$ cat src/sv/int8_cosine_topk_search_macros.svh
// Assertion macros for the cosine top-k search RTL.
`ifndef INT8_COSINE_TOPK_SEARCH_MACROS_SVH
`define INT8_COSINE_TOPK_SEARCH_MACROS_SVH

// Same-cycle implication, disabled while reset is low.
`define ICS_ASSERT_IMP(label, clk, rst_n, ante, cons) \
    label: assert property (@(posedge clk) disable iff (!rst_n) (ante) |-> (cons)) \
        else $error("same-cycle check failed");

// Next-cycle implication, disabled while reset is low.
`define ICS_ASSERT_NXT(label, clk, rst_n, ante, cons) \
    label: assert property (@(posedge clk) disable iff (!rst_n) (ante) |=> (cons)) \
        else $error("next-cycle check failed");

`endif

$ cat src/sv/ics_pkg.sv
// Shared types, constants and width functions of the cosine top-k search.
`default_nettype none
package ics_pkg;

    localparam int MAX_DIM_DEF  = 256;
    localparam int MAX_KEEP_DEF = 16;

    localparam int OPCODE_W = 2;
    localparam int ELEM_W   = 8;
    localparam int LEN_W    = 9;
    localparam int KEEP_W   = 5;
    localparam int CFG_W    = 9;
    localparam int IDX_W    = 32;
    localparam int DIST_W   = 18;
    localparam int ENTRY_W  = DIST_W + IDX_W;
    localparam int BSQ_W    = 35;
    localparam int ASHIFT   = 34;

    localparam logic [DIST_W-1:0] ONE_Q16 = 18'd65536;
    localparam logic [DIST_W-1:0] TWO_Q16 = 18'd131072;
    localparam logic [DIST_W:0]   B_BIAS  = 19'd131073;

    typedef enum logic [1:0] {
        OP_QUERY  = 2'd0,
        OP_DATA   = 2'd1,
        OP_FINISH = 2'd2
    } t_opcode;

    typedef enum logic {
        CFG_VECTOR_LENGTH = 1'b0,
        CFG_KEEP_COUNT    = 1'b1
    } t_cfg_index;

    typedef enum logic [2:0] {T_IDLE, T_RD, T_DIST, T_OFFER, T_FINISH} t_top_state;
    typedef enum logic [2:0] {
        D_IDLE, D_SQD, D_PRD, D_CHK, D_SQB, D_MUL, D_CMP, D_DONE
    } t_dist_state;
    typedef enum logic [1:0] {L_IDLE, L_SCAN, L_EMIT} t_list_state;

    typedef struct packed {
        logic              offer;
        logic              finish;
        logic [DIST_W-1:0] distance;
        logic [IDX_W-1:0]  index;
    } t_list_req;

    function automatic int energy_w(input int max_dim);
        return $clog2(max_dim * 16384 + 1);
    endfunction

    function automatic int addr_w(input int depth);
        return (depth > 1) ? $clog2(depth) : 1;
    endfunction

    function automatic int len_w(input int max_dim);
        return ($clog2(max_dim + 1) > LEN_W) ? $clog2(max_dim + 1) : LEN_W;
    endfunction

    function automatic int keep_w(input int max_keep);
        return ($clog2(max_keep + 1) > KEEP_W) ? $clog2(max_keep + 1) : KEEP_W;
    endfunction

endpackage
`default_nettype wire

$ cat src/sv/ics_dist.sv
// Cosine distance unit: bisection on the Q2.16 result with a shift-add product.
`default_nettype none
module ics_dist #(
    parameter int MAX_DIM = ics_pkg::MAX_DIM_DEF,
    localparam int EW     = ics_pkg::energy_w(MAX_DIM)
) (
    input  wire logic                          i_clk,
    input  wire logic                          i_rst_n,
    input  wire logic                          i_start,
    input  wire logic signed [EW:0]            i_dot,
    input  wire logic        [EW-1:0]          i_qe,
    input  wire logic        [EW-1:0]          i_de,
    output logic                               o_done,
    output logic        [ics_pkg::DIST_W-1:0]  o_dist
);
    localparam int MW = (EW > ics_pkg::DIST_W) ? EW : ics_pkg::DIST_W;
    localparam int CW = 2 * EW + ics_pkg::BSQ_W;
    localparam int DW = ics_pkg::DIST_W;

    ics_pkg::t_dist_state r_state, n_state;

    logic [EW-1:0]      r_mag, r_qe, r_de;
    logic               r_dot_pos;
    logic [CW-1:0]      r_a2, r_pp, r_acc;
    logic [2*EW-1:0]    r_prod;
    logic [ics_pkg::BSQ_W-1:0] r_b2;
    logic [DW-1:0]      r_lo, r_hi, r_mid, r_bmag;

    logic [MW-1:0]      w_ma, w_mb;
    logic [2*MW-1:0]    w_mp;
    logic [DW:0]        w_sum, w_two_mid;
    logic [DW-1:0]      w_mid, w_bmag;
    logic               w_bpos, w_cond;

    assign w_mp      = w_ma * w_mb;
    assign w_sum     = {1'b0, r_lo} + {1'b0, r_hi} + (DW+1)'(1);
    assign w_mid     = w_sum[DW:1];
    assign w_two_mid = {w_mid, 1'b0};
    assign w_bpos    = (w_mid <= ics_pkg::ONE_Q16);
    assign w_bmag    = w_bpos ? DW'(ics_pkg::B_BIAS - w_two_mid)
                              : DW'(w_two_mid - ics_pkg::B_BIAS);
    assign w_cond    = r_dot_pos ? (r_a2 <= r_acc) : (r_acc <= r_a2);
    assign o_dist    = r_lo;

    always_comb begin
        n_state = r_state;
        unique case (r_state)
            ics_pkg::D_IDLE: if (i_start) n_state = ics_pkg::D_SQD;
            ics_pkg::D_SQD:  n_state = (r_qe == '0 || r_de == '0) ? ics_pkg::D_DONE
                                                                 : ics_pkg::D_PRD;
            ics_pkg::D_PRD:  n_state = ics_pkg::D_CHK;
            ics_pkg::D_CHK: begin
                if (r_lo >= r_hi) begin
                    n_state = ics_pkg::D_DONE;
                end else if (r_dot_pos == w_bpos) begin
                    n_state = ics_pkg::D_SQB;
                end
            end
            ics_pkg::D_SQB:  n_state = ics_pkg::D_MUL;
            ics_pkg::D_MUL:  if (r_b2 == '0) n_state = ics_pkg::D_CMP;
            ics_pkg::D_CMP:  n_state = ics_pkg::D_CHK;
            ics_pkg::D_DONE: n_state = ics_pkg::D_IDLE;
            default:         n_state = ics_pkg::D_IDLE;
        endcase
    end

    always_comb begin
        o_done = 1'b0;
        w_ma   = MW'(r_bmag);
        w_mb   = MW'(r_bmag);
        unique case (r_state)
            ics_pkg::D_SQD: begin
                w_ma = MW'(r_mag);
                w_mb = MW'(r_mag);
            end
            ics_pkg::D_PRD: begin
                w_ma = MW'(r_qe);
                w_mb = MW'(r_de);
            end
            ics_pkg::D_DONE: o_done = 1'b1;
            default: ;
        endcase
    end

    always_ff @(posedge i_clk) begin
        if (!i_rst_n) begin
            r_state <= ics_pkg::D_IDLE;
        end else begin
            r_state <= n_state;
        end
    end

    always_ff @(posedge i_clk) begin
        case (r_state)
            ics_pkg::D_IDLE: begin
                r_dot_pos <= (i_dot > 0);
                r_mag     <= (i_dot < 0) ? EW'(-i_dot) : EW'(i_dot);
                r_qe      <= i_qe;
                r_de      <= i_de;
            end
            ics_pkg::D_SQD: begin
                r_a2 <= {CW'(w_mp[2*EW-1:0])} << ics_pkg::ASHIFT;
                r_lo <= ics_pkg::ONE_Q16;
            end
            ics_pkg::D_PRD: begin
                r_prod <= w_mp[2*EW-1:0];
                r_lo   <= '0;
                r_hi   <= ics_pkg::TWO_Q16;
            end
            ics_pkg::D_CHK: begin
                // Sign alone settles the step when a and b differ in sign.
                if (r_lo < r_hi) begin
                    if (!r_dot_pos && w_bpos) begin
                        r_lo <= w_mid;
                    end else if (r_dot_pos && !w_bpos) begin
                        r_hi <= w_mid - DW'(1);
                    end
                end
                r_mid  <= w_mid;
                r_bmag <= w_bmag;
            end
            ics_pkg::D_SQB: begin
                r_b2  <= w_mp[ics_pkg::BSQ_W-1:0];
                r_pp  <= CW'(r_prod);
                r_acc <= '0;
            end
            ics_pkg::D_MUL: begin
                if (r_b2[0]) begin
                    r_acc <= r_acc + r_pp;
                end
                r_b2 <= r_b2 >> 1;
                r_pp <= r_pp << 1;
            end
            ics_pkg::D_CMP: begin
                if (w_cond) begin
                    r_lo <= r_mid;
                end else begin
                    r_hi <= r_mid - DW'(1);
                end
            end
            default: ;
        endcase
    end
endmodule
`default_nettype wire

$ cat config.mk
export PLATFORM = sky130hd
export DESIGN_NAME = ics_dist
export DESIGN_NICKNAME = d
export VERILOG_FILES = /design/src/sv/int8_cosine_topk_search_macros.svh /design/src/sv/ics_pkg.sv /design/src/sv/ics_dist.sv
export SDC_FILE = /design/constraint.sdc
export NUM_CORES = 2
export LEC_CHECK = 0
export ABC_AREA = 1
export BUFFER_PORTS_ARGS = -buffer_cell sky130_fd_sc_hd__buf_2
export CAP_MARGIN = 10
export CELL_PAD_IN_SITES_DETAIL_PLACEMENT = 1
export CELL_PAD_IN_SITES_GLOBAL_PLACEMENT = 1
export CORE_MARGIN = 1.5
export CORE_UTILIZATION = 40
export CTS_CLUSTER_SIZE = 8
export DETAILED_ROUTE_END_ITERATION = 16
export PLACE_DENSITY = 0.78
export SETUP_SLACK_MARGIN = 0.02
export SLEW_MARGIN = 30
export SYNTH_ARGS = -nofsm -noshare
export SYNTH_HDL_FRONTEND = slang
export SYNTH_SLANG_ARGS = --single-unit
$ cat constraint.sdc
create_clock -name i_clk -period 16.9 [get_ports i_clk]
set_input_delay 0.845 -clock i_clk [delete_from_list [all_inputs] [get_ports i_clk]]
set_output_delay 0.845 -clock i_clk [all_outputs]
set_load 0.01 [all_outputs]
==> results.toml <==
[placed_design]
dp_hpwl_um = 132000
routabilityCongestion = 0.9848
io_buffers = 91
place_ws_ns = 6.884

[global_routing]
gr-usage-all-layers_pct = 28.32
grt_pass1_wl_um = 243600
grt_pass1_vias = 41520
grt_max_degree = 91
overflow = 0
grt_antenna_before_repair = 1

[finish]
layout-drive-gt1-share_pct = 5.338
fin_nets = 6495
area_delta_synth_final_pct = 8.509
num_antenna_cells = 0

[critical_path]
slowest_delay_ns = 0.71
arrival_ns = 10.56
cp_common_cell = "inv_1"
cp_max_fo = 38
crit_type = "flip-flop to flip-flop"
end_kind = "flip-flop"
cp-start-kind = "flip-flop"
slowest_stage = "inv_1"
crit_required_ns = 17.43

[sta]
fmax_mhz = 99.77
clock_skew_ns = 0.08557
setup_ws_ns = 6.877
maxSlewViolCount = 0
tightest_slew_ns = 1.016
holdWs_ns = 0.3598
fin_tns_setup_ns = 0
period_share_pct = 59.31
setup_violations = 0
rsz0062_at_grt = "false"
period_needed_ns = 10.02
relSlewSlack_pct = 31.55
hold_viol = 0

[job]
cap_viol_max_count = 0

[routing]
drtIter0Drc = 2550
drc = 0
wl_per_cell_um = 22.59
antenna_left = 0
dr.pass1.iters = 5
num_vias = 38470
routed_wl_um = 161400
vias_per_cell = 5.384

[clock_network]
tritoncts = "built"
cts_setup_buffers = 0
root_buffer = "clkbuf_16"
path_clk_slew_ns = 0.05
cts_hold_buf = 0
cts_sinks = 433
h-tree-depth = 2
clock_path_buffers = 3
cts_buffers = 60
clock_latency_ns = 0.68
post_cts_resized = 0

[yosys]
yosysSeqAreaShare_pct = 28.98
ys.flop_type = "edfxtp_1"
avgSynthCellArea_um2 = 8.043
synth.ff_latch_count = 433
yosysWarnings = 0
synth_nets = 6418
synth.cell_area_um2 = 44760
synthArstFlopShare_pct = 0
synthDistinctLibCells = 57
synth_cells = 5565
synth_edf_count = 430

[floorplanning]
pin_count = 92
row_count = 122
start_util_pct = 40.39
die_y_um = 337.5
fp.dieArea_um2 = 113900
die_width_um = 337.5
core_um2 = 110800

[worst_hold_path]
min_path_type = "input pin to flip-flop"

[outcome]
outcome = "finished, final reports clean"
-- worst paths after layout --
kind | from | end | slack [ns] | cells after the start
min reg2reg | r_prod[0]$_DFFE_PN_ | r_pp[0]$_SDFFCE_PP0N_ | 0.50 | 2
max reg2reg | r_state[0]$_SDFFE_PN0P_ | r_b2[27]$_DFFE_PN_ | 6.88 | 34
min | i_de[2] | r_de[2]$_DFFE_PN_ | 0.36 | 1
max | r_state[0]$_SDFFE_PN0P_ | r_b2[27]$_DFFE_PN_ | 6.88 | 34
-- kinds of logic (layout without fill, tap and decap cells) --
group,Yosys count,in the layout,synth area share (%)
simple gates,2385,2385,21.64
buf+inv,1226,1319,10.46
fa+ha+maj,780,780,29.18
compound gates,666,666,8.266
flops,433,433,28.98
xor+xnor,75,75,1.468
-- layout by cell type, fill, tap and decap left out, types with 23 or more instances in the layout --
master,instances
buf_4,30
clkbuf_16,60
nand3_1,134
o21a_1,23
nor2_1,694
nand4_1,55
nor4_1,34
inv_1,1073
fa_1,440
xor2_1,53
ha_1,340
nand2_1,1341
nor3_1,44
a21oi_1,295
inv_2,34
buf_2,91
edfxtp_1,430
o21ai_0,214
-- area by class of cell --
class	instances	area (µm²)
clock buffer	74	1554
clock inverter	4	81.33
fill	13610	62250
inverter	1117	4195
multi-input combinational	3906	27170
sequential	433	12970
tap	1488	1862
timing repair buffer	124	730.7
-- metrics by stage --
| step | instances | util, % | instance area [µm²] |
|---|---|---|---|
| floorplan | 5565 | - | 44760 |
| global placement | 7067 | 42.31 | 46890 |
| detailed placement | 7068 | 42.35 | 46930 |
| CTS | 7146 | 43.82 | 48560 |
| global route | 7146 | 43.83 | 48570 |
| finish | 7146 | 43.83 | 48570 |
-- flip-flops by register name, summed over array words and instances (netlist names) --
name,flops
o_dist,18
r_a2,46
r_acc,81
r_b2,35
r_bmag,17
r_de,23
r_dot_pos,1
r_hi,18
r_mag,23
r_mid,18
r_pp,81
r_prod,46
r_qe,23
r_state,3
-- layer usage --
layer	wire length, µm	track usage, %	vias up
li1	-	-	17610
met2	75400	47.62	1287
met5	13	0	-
met3	9718	3.918	375
met1	67120	35.63	19200
met4	9149	14.21	2
-- Yosys cell counts, types with 53 or more instances --
library cell / n / area, µm²
nand2_1: 1342 / 5037
clkbuf_1: 61 / 229.0
inv_1: 1073 / 4028
nand3_1: 134 / 670.6
fa_1: 440 / 8808
o21ai_0: 214 / 1071
a21oi_1: 295 / 1476
ha_1: 340 / 4254
edfxtp_1: 430 / 12910
xor2_1: 53 / 464.2
nor2_1: 698 / 2620
nand4_1: 55 / 344.1
-- worst max-delay path: cells and delay by family, from the launching register on --
family / cells / cell delay, ns
AND/OR/NAND/NOR: 12 / 2.36
adder cells (fa/ha/maj): 8 / 4.10
flip-flops: 1 / 0.41
AO/OA/AOI/OAI: 3 / 0.79
buffers and inverters: 10 / 1.72
XOR/XNOR: 1 / 0.47
Power is left out: the tool's default activity adds up to more than one toggle a clock period on the data nets, which glitch-free logic cannot reach.
