==> src/sv/int8_cosine_topk_search_macros.svh <==
// Assertion macros for the cosine top-k search RTL.
`ifndef INT8_COSINE_TOPK_SEARCH_MACROS_SVH
`define INT8_COSINE_TOPK_SEARCH_MACROS_SVH

// Same-cycle implication, disabled while reset is low.
`define ICS_ASSERT_IMP(label, clk, rst_n, ante, cons) \
    label: assert property (@(posedge clk) disable iff (!rst_n) (ante) |-> (cons)) \
        else $error("same-cycle check failed");

// Next-cycle implication, disabled while reset is low.
`define ICS_ASSERT_NXT(label, clk, rst_n, ante, cons) \
    label: assert property (@(posedge clk) disable iff (!rst_n) (ante) |=> (cons)) \
        else $error("next-cycle check failed");

`endif

==> src/sv/ics_pkg.sv <==
// Shared types, constants and width functions of the cosine top-k search.
`default_nettype none
package ics_pkg;

    localparam int MAX_DIM_DEF  = 256;
    localparam int MAX_KEEP_DEF = 16;

    localparam int OPCODE_W = 2;
    localparam int ELEM_W   = 8;
    localparam int LEN_W    = 9;
    localparam int KEEP_W   = 5;
    localparam int CFG_W    = 9;
    localparam int IDX_W    = 32;
    localparam int DIST_W   = 18;
    localparam int ENTRY_W  = DIST_W + IDX_W;
    localparam int BSQ_W    = 35;
    localparam int ASHIFT   = 34;

    localparam logic [DIST_W-1:0] ONE_Q16 = 18'd65536;
    localparam logic [DIST_W-1:0] TWO_Q16 = 18'd131072;
    localparam logic [DIST_W:0]   B_BIAS  = 19'd131073;

    typedef enum logic [1:0] {
        OP_QUERY  = 2'd0,
        OP_DATA   = 2'd1,
        OP_FINISH = 2'd2
    } t_opcode;

    typedef enum logic {
        CFG_VECTOR_LENGTH = 1'b0,
        CFG_KEEP_COUNT    = 1'b1
    } t_cfg_index;

    typedef enum logic [2:0] {T_IDLE, T_RD, T_DIST, T_OFFER, T_FINISH} t_top_state;
    typedef enum logic [2:0] {
        D_IDLE, D_SQD, D_PRD, D_CHK, D_SQB, D_MUL, D_CMP, D_DONE
    } t_dist_state;
    typedef enum logic [1:0] {L_IDLE, L_SCAN, L_EMIT} t_list_state;

    typedef struct packed {
        logic              offer;
        logic              finish;
        logic [DIST_W-1:0] distance;
        logic [IDX_W-1:0]  index;
    } t_list_req;

    function automatic int energy_w(input int max_dim);
        return $clog2(max_dim * 16384 + 1);
    endfunction

    function automatic int addr_w(input int depth);
        return (depth > 1) ? $clog2(depth) : 1;
    endfunction

    function automatic int len_w(input int max_dim);
        return ($clog2(max_dim + 1) > LEN_W) ? $clog2(max_dim + 1) : LEN_W;
    endfunction

    function automatic int keep_w(input int max_keep);
        return ($clog2(max_keep + 1) > KEEP_W) ? $clog2(max_keep + 1) : KEEP_W;
    endfunction

endpackage
`default_nettype wire

==> src/sv/ics_ram.sv <==
// Generic single-port-write, single-port-read RAM with registered read data.
`default_nettype none
module ics_ram #(
    parameter int WIDTH = 8,
    parameter int DEPTH = 256,
    localparam int AW   = ics_pkg::addr_w(DEPTH)
) (
    input  wire logic             i_clk,
    input  wire logic             i_we,
    input  wire logic [AW-1:0]    i_waddr,
    input  wire logic [WIDTH-1:0] i_wdata,
    input  wire logic [AW-1:0]    i_raddr,
    output logic      [WIDTH-1:0] o_rdata
);
    logic [WIDTH-1:0] r_mem [DEPTH];

    always_ff @(posedge i_clk) begin
        if (i_we) begin
            r_mem[i_waddr] <= i_wdata;
        end
        o_rdata <= r_mem[i_raddr];
    end
endmodule
`default_nettype wire

==> src/sv/ics_topk.sv <==
// Best-k list held in a RAM: insertion, worst-entry replacement and sorted read-out.
`default_nettype none
module ics_topk #(
    parameter int MAX_KEEP = ics_pkg::MAX_KEEP_DEF,
    localparam int KCW     = ics_pkg::keep_w(MAX_KEEP)
) (
    input  wire logic                         i_clk,
    input  wire logic                         i_rst_n,
    input  wire ics_pkg::t_list_req           i_req,
    input  wire logic [KCW-1:0]               i_keep,
    output logic                              o_done,
    output logic                              o_valid,
    input  wire logic                         i_ready,
    output logic [ics_pkg::IDX_W-1:0]         o_vector_index,
    output logic [ics_pkg::DIST_W-1:0]        o_distance,
    output logic                              o_last_result
);
    localparam int KA = ics_pkg::addr_w(MAX_KEEP);
    localparam int DW = ics_pkg::DIST_W;
    localparam int IW = ics_pkg::IDX_W;

    ics_pkg::t_list_state r_state, n_state;

    logic [KCW-1:0] r_fill, r_rd_addr, r_cnt, r_n;
    logic           r_pend, r_have, r_max_mode, r_prev_ok, r_done;
    logic [KA-1:0]  r_tag, r_ba;
    logic [DW-1:0]  r_dist, r_bd, r_pd;
    logic [IW-1:0]  r_index, r_bi, r_pi;
    logic           r_out_valid, r_out_last;
    logic [DW-1:0]  r_out_dist;
    logic [IW-1:0]  r_out_index;

    logic                        w_we, w_issue, w_scan_end, w_better, w_elig, w_append;
    logic [KA-1:0]               w_waddr;
    logic [ics_pkg::ENTRY_W-1:0] w_wdata, w_rdata;
    logic [DW-1:0]               w_rd_d;
    logic [IW-1:0]               w_rd_i;
    logic [KCW-1:0]              w_emit_n;

    ics_ram #(.WIDTH(ics_pkg::ENTRY_W), .DEPTH(MAX_KEEP)) u_list_ram (
        .i_clk   (i_clk),
        .i_we    (w_we),
        .i_waddr (w_waddr),
        .i_wdata (w_wdata),
        .i_raddr (r_rd_addr[KA-1:0]),
        .o_rdata (w_rdata)
    );

    assign w_rd_d     = w_rdata[ics_pkg::ENTRY_W-1:IW];
    assign w_rd_i     = w_rdata[IW-1:0];
    assign w_emit_n   = (r_fill < i_keep) ? r_fill : i_keep;
    assign w_append   = (r_fill < i_keep);
    assign w_issue    = (r_state == ics_pkg::L_SCAN) && (r_rd_addr < r_fill);
    assign w_scan_end = (r_state == ics_pkg::L_SCAN) && !w_issue && !r_pend;
    assign w_elig     = !r_prev_ok || (w_rd_d > r_pd) || (w_rd_d == r_pd && w_rd_i > r_pi);

    always_comb begin
        if (r_max_mode) begin
            w_better = !r_have || (w_rd_d > r_bd) || (w_rd_d == r_bd && w_rd_i > r_bi);
        end else begin
            w_better = w_elig &&
                       (!r_have || (w_rd_d < r_bd) || (w_rd_d == r_bd && w_rd_i < r_bi));
        end
    end

    always_comb begin
        n_state = r_state;
        unique case (r_state)
            ics_pkg::L_IDLE: begin
                if (i_req.offer && !w_append && r_fill != '0) begin
                    n_state = ics_pkg::L_SCAN;
                end else if (i_req.finish && w_emit_n != '0) begin
                    n_state = ics_pkg::L_SCAN;
                end
            end
            ics_pkg::L_SCAN: begin
                if (w_scan_end) n_state = r_max_mode ? ics_pkg::L_IDLE : ics_pkg::L_EMIT;
            end
            ics_pkg::L_EMIT: begin
                if (r_out_valid && i_ready) begin
                    n_state = r_out_last ? ics_pkg::L_IDLE : ics_pkg::L_SCAN;
                end
            end
            default: n_state = ics_pkg::L_IDLE;
        endcase
    end

    always_comb begin
        w_we    = 1'b0;
        w_waddr = r_ba;
        w_wdata = {r_dist, r_index};
        unique case (r_state)
            ics_pkg::L_IDLE: begin
                w_we    = i_req.offer && w_append;
                w_waddr = r_fill[KA-1:0];
                w_wdata = {i_req.distance, i_req.index};
            end
            ics_pkg::L_SCAN: w_we = w_scan_end && r_max_mode && (r_dist < r_bd);
            default: ;
        endcase
    end

    assign o_done         = r_done;
    assign o_valid        = r_out_valid;
    assign o_vector_index = r_out_index;
    assign o_distance     = r_out_dist;
    assign o_last_result  = r_out_last;

    always_ff @(posedge i_clk) begin
        if (!i_rst_n) begin
            r_state     <= ics_pkg::L_IDLE;
            r_fill      <= '0;
            r_done      <= 1'b0;
            r_pend      <= 1'b0;
            r_out_valid <= 1'b0;
            r_have      <= 1'b0;
            r_rd_addr   <= '0;
        end else begin
            r_state <= n_state;
            r_done  <= 1'b0;
            r_pend  <= w_issue;
            r_tag   <= r_rd_addr[KA-1:0];
            case (r_state)
                ics_pkg::L_IDLE: begin
                    r_have    <= 1'b0;
                    r_rd_addr <= '0;
                    if (i_req.offer) begin
                        r_dist     <= i_req.distance;
                        r_index    <= i_req.index;
                        r_max_mode <= 1'b1;
                        if (w_append) begin
                            r_fill <= r_fill + KCW'(1);
                            r_done <= 1'b1;
                        end else if (r_fill == '0) begin
                            r_done <= 1'b1;
                        end
                    end else if (i_req.finish) begin
                        r_max_mode <= 1'b0;
                        r_prev_ok  <= 1'b0;
                        r_cnt      <= '0;
                        r_n        <= w_emit_n;
                        if (w_emit_n == '0) begin
                            r_fill <= '0;
                            r_done <= 1'b1;
                        end
                    end
                end
                ics_pkg::L_SCAN: begin
                    if (w_issue) r_rd_addr <= r_rd_addr + KCW'(1);
                    if (r_pend && w_better) begin
                        r_have <= 1'b1;
                        r_bd   <= w_rd_d;
                        r_bi   <= w_rd_i;
                        r_ba   <= r_tag;
                    end
                    if (w_scan_end) begin
                        if (r_max_mode) begin
                            r_done <= 1'b1;
                        end else begin
                            r_out_valid <= 1'b1;
                            r_out_dist  <= r_bd;
                            r_out_index <= r_bi;
                            r_out_last  <= (r_cnt + KCW'(1) == r_n);
                            r_prev_ok   <= 1'b1;
                            r_pd        <= r_bd;
                            r_pi        <= r_bi;
                        end
                    end
                end
                ics_pkg::L_EMIT: begin
                    if (r_out_valid && i_ready) begin
                        r_out_valid <= 1'b0;
                        r_have      <= 1'b0;
                        r_rd_addr   <= '0;
                        if (r_out_last) begin
                            r_fill <= '0;
                            r_done <= 1'b1;
                        end else begin
                            r_cnt <= r_cnt + KCW'(1);
                        end
                    end
                end
                default: ;
            endcase
        end
    end
endmodule
`default_nettype wire

==> config.mk <==
export PLATFORM = sky130hd
export DESIGN_NAME = ics_topk
export DESIGN_NICKNAME = d
export VERILOG_FILES = /design/src/sv/int8_cosine_topk_search_macros.svh /design/src/sv/ics_pkg.sv /design/src/sv/ics_ram.sv /design/src/sv/ics_topk.sv
export SDC_FILE = /design/constraint.sdc
export NUM_CORES = 1
export LEC_CHECK = 0
export ABC_AREA = 1
export BUFFER_PORTS_ARGS = -buffer_cell sky130_fd_sc_hd__buf_2
export CAP_MARGIN = 20
export CORE_ASPECT_RATIO = 1.4
export CORE_MARGIN = 5
export CORE_UTILIZATION = 30
export DETAILED_ROUTE_END_ITERATION = 8
export MAX_ROUTING_LAYER = met4
export PLACE_DENSITY = 0.54
export RECOVER_POWER = 50
export SLEW_MARGIN = 15
export SYNTH_ARGS = -nofsm -noshare
export SYNTH_HDL_FRONTEND = slang
export SYNTH_SLANG_ARGS = --single-unit
==> constraint.sdc <==
create_clock -name i_clk -period 19.65 [get_ports i_clk]
set_input_delay 0.9825 -clock i_clk [delete_from_list [all_inputs] [get_ports i_clk]]
set_output_delay 0.9825 -clock i_clk [all_outputs]
set_load 0.005 [all_outputs]
==> results.yml <==
route:
  detail-route-antenna-nets: 0
  post_drt_wl_per_cell_um: 20.3
  viasPerCell: 4.85
  vias: 25079
  drt-total-wl_um: 105000
  drtIter0Drc: 1907
  drc: 0
  first_pass_iters: 6
setup_path:
  critPathCaptureType: "flop"
  worstPathRequired_ns: 20.06
  worstPathArrival_ns: 10.94
  cp_max_fo: 129
  r2r_slack_ns: 9.13
  crit_type: "flop to flop"
  start_kind: "flop"
timing:
  tns_ns: 0
  rsz0062_at_grt: "false"
  relSlewSlack_pct: -194
  fin_ws_ns: 9.13
  tightestPinTransition_ns: 4.41
  finalCriticalPeriod_ns: 10.52
  fmax_ghz: 0.0951
  finalSetupViolCount: 0
  maxSlewViolCount: 554
  hold_viol: 0
  fin_crit_sh_pct: 53.5
  fin_skew_ns: 0.0303
cts:
  clock_sinks: 1037
  numCtsBuffers: 94
  h-tree-depth: 3
  insertion_delay_ns: 0.68
  post_cts_buffers: 0
  cts-root-buf: "clkbuf_16"
  clockBufferDepth: 3
  cts_hold_buf: 0
  clk_pin_slew_ns: 0.06
  cts_tree: "yes"
  cts_resized: 0
synth:
  synth.top_cell.area_share_pct: 69.1
  seq_area_frac_synth_pct: 72.3
  synthFlopType: "edfxtp_1"
  ys_ff_latch: 1037
  synth_cell_types: 44
  synth_area_leader_cell: "edfxtp_1"
  synth_top_family_by_area: "simple AND/OR/NAND/NOR gates"
  syn_area_um2: 42200
  avgSynthCellArea_um2: 13.1
  synth_edf_count: 971
  yosys_warnings: 0
  async_reset_ff_share_pct: 0
  synthAdderAreaFrac_pct: 3.83
  synth-xor-area-share_pct: 0.187
  synthesis.nets: 3397
  synth_cells: 3208
  yosys.area_share.simple_pct: 10.2
  synthMuxAreaShare_pct: 1.80
  synth_compound_area_share_pct: 8.56
  ys_top_cells_by_area: "edfxtp_1, nor2_1, ha_1"
global_routing:
  grt_max_degree: 195
  grt_first_pass_wirelength_um: 159000
  antenna_found_initial: 7
  globalRoute.totalOverflow: 0
  grt_pass1_vias: 25372
  busiest_layer: "met2"
  use_met2_pct: 25.3
  met1_usage_pct: 16.7
  met3_usage_pct: 2.21
  grt_usage_pct: 14.4
cells_and_area:
  design_area_um2: 47700
  layout_commonest_cell: "edfxtp_1"
  layout_common_cells: "edfxtp_1, nor2_1, nand2_1, o21ai_0, inv_1"
  fin_nets: 3477
  synthToLayoutAreaGrowth_pct: 13.2
  utilization_pct: 34.2
  drive_gt1_share_pct: 6.33
placed_design:
  gp_congestion: 0.780
  placed_area_um2: 44800
  dpl_worst_slack_ns: 15.11
  numPortBuffers: 112
  place_hpwl_um: 62000
floorplan:
  initial_core_util_pct: 30.2
  io-pin-count: 113
  dieArea_um2: 148000
  coreArea_um2: 139000
  die_h_um: 454
  fp.dieW_um: 327
  row_count: 162
status:
  violations: "capacitance limit, slew limit"
  status: "finished with violations"
flow_run:
  drv_cap: 10
worst_hold_path:
  worstHoldPathType: "flop to flop"
power_and_ir_drop:
  ir_drop_v: 0.000105
  power.total_mw: 6.63
  pwr_density_cell_nw_per_um2: 139
  p_leak_nw: 16.2
sequential cells by signal, summed over array words and instances, names as in the netlist:
signal	flops
r_prev_ok	1
r_ba	4
r_rd_addr	5
r_dist	18
r_tag	4
r_cnt	5
r_state	2
r_index	32
o_valid	1
r_bd	18
o_last_result	1
u_list_ram.r_mem	800
u_list_ram.o_rdata	50
o_vector_index	32
o_distance	18
r_bi	32
o_done	1
r_n	5
r_have	1
r_fill	5
r_pend	1
r_max_mode	1
path summary, 6_finish.rpt:
kind              cells past startpoint         start                    end
hold / removal                        0      r_tag[0]                r_ba[0]
setup / recovery                      6  r_rd_addr[0]  u_list_ram.o_rdata[1]
hold reg to reg                       0      r_tag[0]                r_ba[0]
setup reg to reg                      6  r_rd_addr[0]  u_list_ram.o_rdata[1]
cell type report:
cell class              instances  area [um^2]
fillers                     13607        91700
clock buffers                 127         2640
flip-flops and latches       1037        30500
inverters                     173          651
clock inverters                46          519
multi-input cells            1833        10400
well taps                    1804         2260
diodes                          7         17.5
repair buffers                149          713
cell families (layout without fill, tap and decap cells):
family / Yosys count / in the layout
compound gates: 542 / 542
xor+xnor: 9 / 9
fa+ha+maj: 129 / 129
buf+inv: 338 / 495
flops: 1037 / 1037
mux: 76 / 76
other cells: 0 / 7
simple gates: 1077 / 1077
report_power, final:
part / internal, mW / switching (mW) / total (mW) / leakage (nW)
Clock: 1.09 / 0.803 / 1.89 / 1.55
Combinational: 0.427 / 1.20 / 1.63 / 5.31
Sequential: 2.98 / 0.132 / 3.11 / 9.35
cell usage after synthesis, types with 3 or more instances:
cell type	number
xor2_1	5
clkbuf_1	120
a21oi_1	62
xnor2_1	4
nor2_1	521
nand4_1	9
o221ai_1	77
o21ai_1	3
buf_1	7
o211ai_1	24
ha_1	129
clkinv_1	3
a211oi_1	5
nand3_1	108
nand2_1	410
buf_4	5
o21a_1	5
o21ai_0	225
o32ai_1	124
edfxtp_1	971
a21boi_0	3
a21o_1	5
inv_1	168
dfxtp_1	66
buf_2	30
mux2i_1	76
nor3_1	13
nand2_2	3
nand3_2	3
nor2_2	4
worst max-delay path, stage by stage (launching register included):
cell and delay [ns]:
dfxtp_1 2.05, clkinvlp_2 4.77, clkbuf_1 2.17, nor2_1 0.45, o221ai_1 0.19, nand3_1 0.13
nand3_1 0.31
per-layer routing:
metal	share of wire (%)	vias to the layer above
met5	0	-
met4	3.5	0
met3	4.2	170
met2	52	508
met1	41	12510
li1	-	11891
metrics by stage:
| step | hold WS, ns | cells |
|---|---|---|
| after floorplan | 0.400 | 3208 |
| after global placement | 0.401 | 4996 |
| after detailed placement | 0.406 | 4996 |
| after CTS | 0.421 | 5169 |
| after global routing | 0.426 | 5175 |
| final | 0.421 | 5176 |
Power figures use the tool's default switching activity.
